===== src/spq_pkg.sv =====
package spq_pkg;

	localparam logic [1:0] KIND_INSERT = 2'd0;
	localparam logic [1:0] KIND_PEEK   = 2'd1;
	localparam logic [1:0] KIND_REMOVE = 2'd2;

	localparam logic [1:0] ST_OK    = 2'd0;
	localparam logic [1:0] ST_EMPTY = 2'd1;
	localparam logic [1:0] ST_FULL  = 2'd2;

	// Command broadcast to every cell of the chain
	typedef struct packed {
		logic ins;
		logic rem;
	} cell_ctl_t;

endpackage


===== src/spq_cell.sv =====
module spq_cell
	import spq_pkg::*;
#(
	parameter int PRIORITY_BITS = 8,
	parameter int KEY_BITS = 16
) (
	input  logic                     clk,
	input  logic                     arst_n,
	input  cell_ctl_t                ctl,
	input  logic [PRIORITY_BITS-1:0] new_prio,
	input  logic [KEY_BITS-1:0]      new_key,
	input  logic                     left_keep,
	input  logic                     left_valid,
	input  logic [PRIORITY_BITS-1:0] left_prio,
	input  logic [KEY_BITS-1:0]      left_key,
	input  logic                     right_valid,
	input  logic [PRIORITY_BITS-1:0] right_prio,
	input  logic [KEY_BITS-1:0]      right_key,
	output logic                     keep,
	output logic                     valid,
	output logic [PRIORITY_BITS-1:0] prio,
	output logic [KEY_BITS-1:0]      key
);

	logic                     valid_q;
	logic [PRIORITY_BITS-1:0] prio_q;
	logic [KEY_BITS-1:0]      key_q;
	logic                     valid_d;
	logic [PRIORITY_BITS-1:0] prio_d;
	logic [KEY_BITS-1:0]      key_d;

	// Hold the entry when it goes ahead of the new item (ties keep arrival order)
	assign keep = valid_q && (prio_q <= new_prio);

	always_comb begin
		valid_d = valid_q;
		prio_d  = prio_q;
		key_d   = key_q;
		if (ctl.ins && !keep) begin
			if (left_keep) begin
				valid_d = 1'b1;
				prio_d  = new_prio;
				key_d   = new_key;
			end else begin
				valid_d = left_valid;
				prio_d  = left_prio;
				key_d   = left_key;
			end
		end else if (ctl.rem) begin
			valid_d = right_valid;
			prio_d  = right_prio;
			key_d   = right_key;
		end
	end

	always_ff @(posedge clk or negedge arst_n) begin
		if (!arst_n) begin
			valid_q <= 1'b0;
		end else begin
			valid_q <= valid_d;
		end
	end

	always_ff @(posedge clk) begin
		prio_q <= prio_d;
		key_q  <= key_d;
	end

	assign valid = valid_q;
	assign prio  = prio_q;
	assign key   = key_q;

endmodule


===== src/stable_priority_queue.sv =====
// Stable minimum priority queue, built as a sorted chain of cells.
// Input: an operation is taken at a rising edge where start is high and busy
// is low. kind selects insert (priority_req, item_key), peek or remove-next.
// busy is always low: every cell compares its entry against the new priority
// in parallel and shifts by one place, so one operation is taken per cycle.
// Output: one transaction per operation, shown for one cycle with done high,
// in the cycle after the operation is taken. The receiver cannot stall, so it
// must take each result in the cycle that done marks.
// Insert echoes key and priority; status full means the item was dropped.
// Peek and remove return the head (lowest priority number, earliest arrival
// among equals); status empty with zero key and priority when nothing is held.
// Kind code three does nothing and returns zero fields with status ok.
// Reset clears every valid bit at once: the queue starts empty and is ready
// in the first cycle after reset is released.
module stable_priority_queue
	import spq_pkg::*;
#(
	parameter int CAPACITY = 64,
	parameter int PRIORITY_BITS = 8,
	parameter int KEY_BITS = 16
) (
	input  logic                     clk,
	input  logic                     arst_n,
	input  logic                     start,
	input  logic [1:0]               kind,
	input  logic [PRIORITY_BITS-1:0] priority_req,
	input  logic [KEY_BITS-1:0]      item_key,
	output logic                     busy,
	output logic                     done,
	output logic [KEY_BITS-1:0]      result_key,
	output logic [PRIORITY_BITS-1:0] result_priority,
	output logic [1:0]               status
);

	logic                     cell_keep  [CAPACITY];
	logic                     cell_valid [CAPACITY];
	logic [PRIORITY_BITS-1:0] cell_prio  [CAPACITY];
	logic [KEY_BITS-1:0]      cell_key   [CAPACITY];

	logic                     accept;
	logic                     full;
	logic                     empty;
	cell_ctl_t                ctl;
	logic                     done_q;
	logic [KEY_BITS-1:0]      rkey_d;
	logic [PRIORITY_BITS-1:0] rprio_d;
	logic [1:0]               status_d;
	logic [KEY_BITS-1:0]      rkey_q;
	logic [PRIORITY_BITS-1:0] rprio_q;
	logic [1:0]               status_q;

	assign busy   = 1'b0;
	assign accept = start && !busy;
	assign full   = cell_valid[CAPACITY-1];
	assign empty  = !cell_valid[0];

	assign ctl.ins = accept && (kind == KIND_INSERT) && !full;
	assign ctl.rem = accept && (kind == KIND_REMOVE) && !empty;

	for (genvar i = 0; i < CAPACITY; i++) begin : g_cell
		logic                     l_keep;
		logic                     l_valid;
		logic [PRIORITY_BITS-1:0] l_prio;
		logic [KEY_BITS-1:0]      l_key;
		logic                     r_valid;
		logic [PRIORITY_BITS-1:0] r_prio;
		logic [KEY_BITS-1:0]      r_key;

		if (i == 0) begin : g_head
			assign l_keep  = 1'b1;
			assign l_valid = 1'b0;
			assign l_prio  = '0;
			assign l_key   = '0;
		end else begin : g_mid
			assign l_keep  = cell_keep[i-1];
			assign l_valid = cell_valid[i-1];
			assign l_prio  = cell_prio[i-1];
			assign l_key   = cell_key[i-1];
		end

		if (i == CAPACITY - 1) begin : g_tail
			assign r_valid = 1'b0;
			assign r_prio  = '0;
			assign r_key   = '0;
		end else begin : g_body
			assign r_valid = cell_valid[i+1];
			assign r_prio  = cell_prio[i+1];
			assign r_key   = cell_key[i+1];
		end

		spq_cell #(
			.PRIORITY_BITS(PRIORITY_BITS),
			.KEY_BITS     (KEY_BITS)
		) u_cell (
			.clk        (clk),
			.arst_n     (arst_n),
			.ctl        (ctl),
			.new_prio   (priority_req),
			.new_key    (item_key),
			.left_keep  (l_keep),
			.left_valid (l_valid),
			.left_prio  (l_prio),
			.left_key   (l_key),
			.right_valid(r_valid),
			.right_prio (r_prio),
			.right_key  (r_key),
			.keep       (cell_keep[i]),
			.valid      (cell_valid[i]),
			.prio       (cell_prio[i]),
			.key        (cell_key[i])
		);
	end

	always_comb begin
		rkey_d   = '0;
		rprio_d  = '0;
		status_d = ST_OK;
		case (kind)
			KIND_INSERT: begin
				rkey_d  = item_key;
				rprio_d = priority_req;
				if (full) begin
					status_d = ST_FULL;
				end
			end
			KIND_PEEK, KIND_REMOVE: begin
				if (empty) begin
					status_d = ST_EMPTY;
				end else begin
					rkey_d  = cell_key[0];
					rprio_d = cell_prio[0];
				end
			end
			default: begin
				status_d = ST_OK;
			end
		endcase
	end

	always_ff @(posedge clk or negedge arst_n) begin
		if (!arst_n) begin
			done_q <= 1'b0;
		end else begin
			done_q <= accept;
		end
	end

	// Capture the result alongside the strobe
	always_ff @(posedge clk) begin
		if (accept) begin
			rkey_q   <= rkey_d;
			rprio_q  <= rprio_d;
			status_q <= status_d;
		end
	end

	assign done            = done_q;
	assign result_key      = rkey_q;
	assign result_priority = rprio_q;
	assign status          = status_q;

endmodule

===== config.mk =====
export PLATFORM = sky130hd
export DESIGN_NAME = stable_priority_queue
export DESIGN_NICKNAME = d
export VERILOG_FILES = /design/src/spq_pkg.sv /design/src/spq_cell.sv /design/src/stable_priority_queue.sv
export SDC_FILE = /design/constraint.sdc
export NUM_CORES = 2
export LEC_CHECK = 0
export BUFFER_PORTS_ARGS = -buffer_cell sky130_fd_sc_hd__buf_2
export CORE_UTILIZATION = 34
export CTS_BUF_LIST = sky130_fd_sc_hd__clkbuf_8
export CTS_CLUSTER_DIAMETER = 40
export DETAILED_ROUTE_END_ITERATION = 6
export PLACE_DENSITY = 0.57
export RECOVER_POWER = 50
export SYNTH_ARGS = -nofsm -noshare
export SYNTH_HDL_FRONTEND = slang
export SYNTH_SLANG_ARGS = --single-unit

===== constraint.sdc =====
create_clock -name clk -period 4.7 [get_ports clk]
set_input_delay 0.94 -clock clk [delete_from_list [all_inputs] [get_ports clk]]
set_output_delay 0.94 -clock clk [all_outputs]
set_load 0.05 [all_outputs]

# After elaboration in Yosys (flattened, before gate mapping)
# Cells that the tools add are included.
[op_classes] n_addsub=0 multipliers=0 n_div=0 order_cmp=64 n_eq_ne=2 n_shift=0 muxes=580 n_bitwise=0 reduce_logical=263
[ops] op="16-bit two-way mux" n=192
[ops] op="8-bit two-way mux" n=192
[ops] op="8-bit <= comparator" n=64
[ops] op="1-bit two-way mux" n=192
[ops] op="1-bit logical AND" n=132
[ops] op="2-bit nonzero test" n=64
[ops] op="1-bit logical NOT" n=65
[ops] op="16-bit case mux with 2 select lines" n=1
[ops] op="8-bit case mux with 2 select lines" n=1
[ops] op="2-bit case mux with 2 select lines" n=1
[ops] op="2-bit by 1-bit equality test with 1-bit output, second input constant" n=1
[ops] op="2-bit equality test, second input constant" n=1
[ops] op="2-bit logical NOT" n=1
[ops] op="2-bit two-way mux" n=1
[ops] op="2-bit OR reduction" n=1
[word_totals] regBits=1627 latchBits=0 ram_bits=0 mem_bits_ro=0 in_bits=29 wordCells=1105 memories=0

# Logic depth before layout (Yosys ltp)
[depth] depth_word=5 ltp_mapped=13

# Modules after synthesis
# From an unflattened synthesis, not the netlist that was laid out.
[hier_totals] hier_cells=7781 hier_area_um2=111273.0
[by_module_without_submodules] mod="spq_cell at g_cell[38].u_cell ..." instances=33 cells_per_inst=120 area_per_inst_um2=1730.4 seq_area_each_um2=745.7
[by_module_without_submodules] mod="spq_cell at g_cell[0].u_cell ..." instances=31 cells_per_inst=120 area_per_inst_um2=1705.4 seq_area_each_um2=745.7
[by_module_without_submodules] mod="stable_priority_queue" instances=1 cells_per_inst=101 area_per_inst_um2=1302.5 seq_area_each_um2=805.8

# Worst setup path before layout
# OpenSTA, ideal clock, no wires.
[synth_timing] path_kind="input -> register" start="input port priority_req[5]" end="register g_cell[15].u_cell.key_q[0], enable pin" arrival_ns=4.569 required_ns=4.275 path_slack_ns=-0.294 stages=11 n_path_buf=4 path_cell_list="clkbuf_1 -> clkbuf_1 -> inv_1 -> ha_1 -> a211oi_1 -> nor2_1 -> o41ai_2 -> or2_1 -> clkbuf_1 -> buf_2 -> nand2_1"
[synth_via] elab_chain_cells=5
[synth_rtl] element="from (decl)" line="stable_priority_queue.sv:26" rtl="input logic [PRIORITY_BITS-1:0] priority_req,"
[synth_rtl] element="8-bit <= comparator" line="spq_cell.sv:33" rtl="assign keep = valid_q && (prio_q <= new_prio);"
[synth_rtl] element="1-bit logical AND" line="spq_cell.sv:33"
[synth_rtl] element="1-bit logical NOT" line="spq_cell.sv:39" rtl="if (ctl.ins && !keep) begin"
[synth_rtl] element="1-bit logical AND" line="spq_cell.sv:39"
[synth_rtl] element="2-bit nonzero test (no source line)"
[synth_rtl] element="to (signal assigned)" line="spq_cell.sv:66" rtl="key_q <= key_d;"
[synth_rtl] element="to (decl)" line="spq_cell.sv:27" rtl="logic [KEY_BITS-1:0] key_q;"
# No other way between the ends.
# A chain may end at the register's enable or synchronous reset.

# Worst setup path after layout
[layout_timing] start="input port start" end="register g_cell[56].u_cell.prio_q[2], enable pin"
[layout_via] elab_chain_cells=4
[layout_rtl] element="from (decl)" line="stable_priority_queue.sv:24" rtl="input logic start,"
[layout_rtl] element="1-bit logical AND (2 in series)" line="stable_priority_queue.sv:57" rtl="assign ctl.ins = accept && (kind == KIND_INSERT) && !full;"
[layout_rtl] element="1-bit logical AND" line="spq_cell.sv:39"
[layout_rtl] element="2-bit nonzero test (no source line) *"
[layout_rtl] element="to (signal assigned)" line="spq_cell.sv:65" rtl="prio_q <= prio_d;"
[layout_rtl] element="to (decl)" line="spq_cell.sv:26" rtl="logic [PRIORITY_BITS-1:0] prio_q;"
# Every way passes the cells marked *; elsewhere a longest branch is shown, timed or not.

==> reports/metrics.cfg <==
[finish]
fin_nets=9155
fill_cells=27200
instances_no_fill=12600
drive_gt1_frac=0.0927
area_delta_synth_final_pct=11.2

[sta]
timing.final.crit_share=0.835
grt_setup_unrepaired=no
drv_slew=86
hold_violations=0
post-route-min-period_ps=3920
fmax_ghz=0.255
fin_skew_ps=53.8
tightest_slew_ps=3280
setup_violations=0
slew_headroom=-1.19
finalWorstSetupSlack_ps=777
setup_tns_ps=0

[synth]
synth-async-reset-ratio=0.0400
synth.distinct_cells=42
synth_ff_type=edfxtp_1
synth_fp_nets=9315
yosys_register_bits=1627
syn_area_mm2=0.0956
yosys_warnings=0
synth_enable_flop_cells=1562
syn_inst=8779
syn_avg_cell_area_um2=10.9
yosysSeqAreaShare=0.508

[clock_network]
cts_max_path_buffers=4
ctsRootBufferMaster=clkbuf_8
clk_pin_slew_ps=60
cts_buffers=319
clock_latency_ps=1000
cts_tree=built
clkSinkCount=1627
h-tree-depth=5

[setup_path]
path_common_cell=clkbuf_1
endpoint_kind=flip-flop
critical_path_class=input port to flip-flop
path_cells=clkbuf_1, nand3_1, clkbuf_1, nand2_2, clkbuf_1
cp-start-kind=input port
crit_slowest_cell=nand3_1
critPathArrivalTime_ps=4530
critPathMaxStageDelay_ps=1320
path_buf_inv=3
crit_family=buffers and inverters
cp_max_fo=20
crit_required_ps=5300

[pwr]
p_seq_frac=0.410
power_frac_clock=0.291
internal_power_mw=32.6
totalPowerFinal_mw=50.2
power.density_mw_per_mm2=473
leakagePower_nw=40.6
ir_drop_mv=0.239
p_sw_frac=0.351
pwr-share-comb=0.299
power_switching_mw=17.6

[global_route]
antenna_found_initial=2
grt_pass1_vias=72700
grt_pass1_wl_um=437000
grt_usage=0.193
grt_overflow_total=0
grt_max_degree=129

[placed_design]
gp_congestion=0.856
hpwl_um=194000
port_buffers=55
pre_cts_ws_ps=506
dp_cells=12000

[drt]
vias_per_cell=5.62
vias=70800
first_pass_iters=7
wl_per_cell_um=22.5
drc=8
wl_um=283000
drt_iter0_drc=5567
ant_nets=0

[run]
max_cap_viol_count=4

[run_status]
violations=DRC, capacitance limit, slew limit
status=complete, but fails checks

[die]
core_area_mm2=0.279
start_util=0.342
die-area_mm2=0.283
die_w_um=532
core.rowCount=194
die_height_um=532
num_io_pins=57

[worst_hold_path]
worst_hold_path_type=flip-flop to flip-flop

## through the flow
step	utilization	hold WS (ps)	instance area (um2)
floorplan	-	491	95800
global placement	0.360	503	100000
detailed placement	0.360	522	100000
CTS	0.382	381	107000
global route	0.381	499	106000
finish	0.381	502	106000
## per-layer routing
layer,track usage,vias up,part of all wire
li1,-,32800,-
met1,0.266,35400,0.46
met2,0.314,2062,0.46
met3,0.0262,533,0.052
met4,0.0617,0,0.028
met5,0,-,0
## worst reg2reg max path: cells and delay by family (launching register included)
kind / cells / cell delay (ps)
compound gates: 1 / 80
flops: 1 / 470
buf+inv: 2 / 1680
mux: 1 / 270
simple gates: 1 / 1090
## flip-flops by register name, indices dropped and copies added, names as in the netlist
register,count
done,1
g_cell.u_cell.key,1024
g_cell.u_cell.prio,512
g_cell.u_cell.valid,64
result_key,16
result_priority,8
status,2
## power groups by stage
stage | Sequential, mW | Combinational, mW | Clock [mW]
6_report | 20.6 | 15.0 | 14.6
5_1_grt | 20.8 | 16.5 | 15.5
4_1_cts | 20.6 | 15.2 | 14.9
3_5_place_dp | 20.8 | 15.2 | 0
3_3_place_gp | 20.8 | 14.8 | 0
2_1_floorplan | 20.0 | 11.6 | 0
## path summary, 6_finish.rpt
check / start / end / slack (ps) / depth (start not counted)
max: start / g_cell[56].u_cell.prio[2] / 780 / 5
min reg2reg: g_cell[63].u_cell.key[13] / g_cell[62].u_cell.key[13] / 500 / 2
min: g_cell[63].u_cell.key[13] / g_cell[62].u_cell.key[13] / 500 / 2
min in group asynchronous: arst_n / g_cell[33].u_cell.valid / 1620 / 2
max reg2reg: g_cell[0].u_cell.valid / g_cell[45].u_cell.valid / 980 / 5
max in group asynchronous: arst_n / g_cell[41].u_cell.valid / 1110 / 3
## layout by cell type (no fill, tap or decap), drive strengths merged, types with 6 or more instances in the layout
cell,n
nand4,103
o211ai,39
clkinv,103
nand2b,38
a22o,24
o41ai,24
ha,507
o21bai,24
edfxtp,1562
o41a,14
buf,226
a211oi,62
dfrtp,65
a21oi,872
nor2b,65
nand3,39
diode,6
inv,201
clkbuf,418
mux2i,1547
nor2,150
o21ai,1784
or3,25
mux2,24
and2,39
nor3,24
or2,24
bufinv,23
nand2,763
o31ai,49
clkinvlp,23
## Yosys cell counts (2+ instances only)
master / instances / area share
clkbuf_1: 587 / 0.023
o211ai_1: 39 / 0.0031
buf_2: 176 / 0.0092
dfrtp_1: 65 / 0.017
inv_1: 110 / 0.0043
o41ai_2: 23 / 0.0039
ha_1: 507 / 0.066
buf_4: 12 / 0.00094
edfxtp_1: 1562 / 0.49
a211oi_1: 62 / 0.0049
nor2b_1: 65 / 0.0043
nand2b_1: 38 / 0.0025
or2_0: 3 / 0.00020
nand4_1: 103 / 0.0067
nand2_1: 763 / 0.030
a22o_1: 24 / 0.0022
a21oi_1: 872 / 0.046
and2_1: 39 / 0.0026
or2_1: 21 / 0.0014
mux2_1: 24 / 0.0028
buf_6: 2 / 0.00024
nor2_1: 150 / 0.0059
o41a_1: 14 / 0.0016
o31ai_4: 20 / 0.0044
o31ai_2: 4 / 0.00052
o21ai_0: 971 / 0.051
o31ai_1: 25 / 0.0020
nor3_1: 24 / 0.0013
nand3_1: 39 / 0.0020
or3_1: 25 / 0.0016
o21bai_1: 24 / 0.0019
mux2i_1: 1547 / 0.16
buf_1: 18 / 0.00071
o21ai_1: 813 / 0.043
## cell families after synthesis
family	share of synthesized area
adders and majority gates	0.0664
and+or+nand+nor	0.0586
AOI/OAI and AO/OA	0.164
DFF	0.508
buffers and inverters	0.0385
other	0.0000392
muxes	0.165
## repair_timing
item | 4_1_cts | 5_1_grt
hold buffers | 1 | 0
hold endpoints to repair | 2 | 0
gates resized for setup | 0 | 0
setup buffers | 0 | 0
## layout make-up
type	instances	area (um2)	share of cell area
inverter	111	434	0.00408
clock buffer	331	4560	0.0428
clock inverter	239	1800	0.0169
antenna	6	15.0	0.000141
tap	3724	4660	0.0438
timing repair buffer	314	2360	0.0222
multi-input combinational	6246	44000	0.414
sequential	1627	48500	0.456
Power figures use the tool's default switching activity.
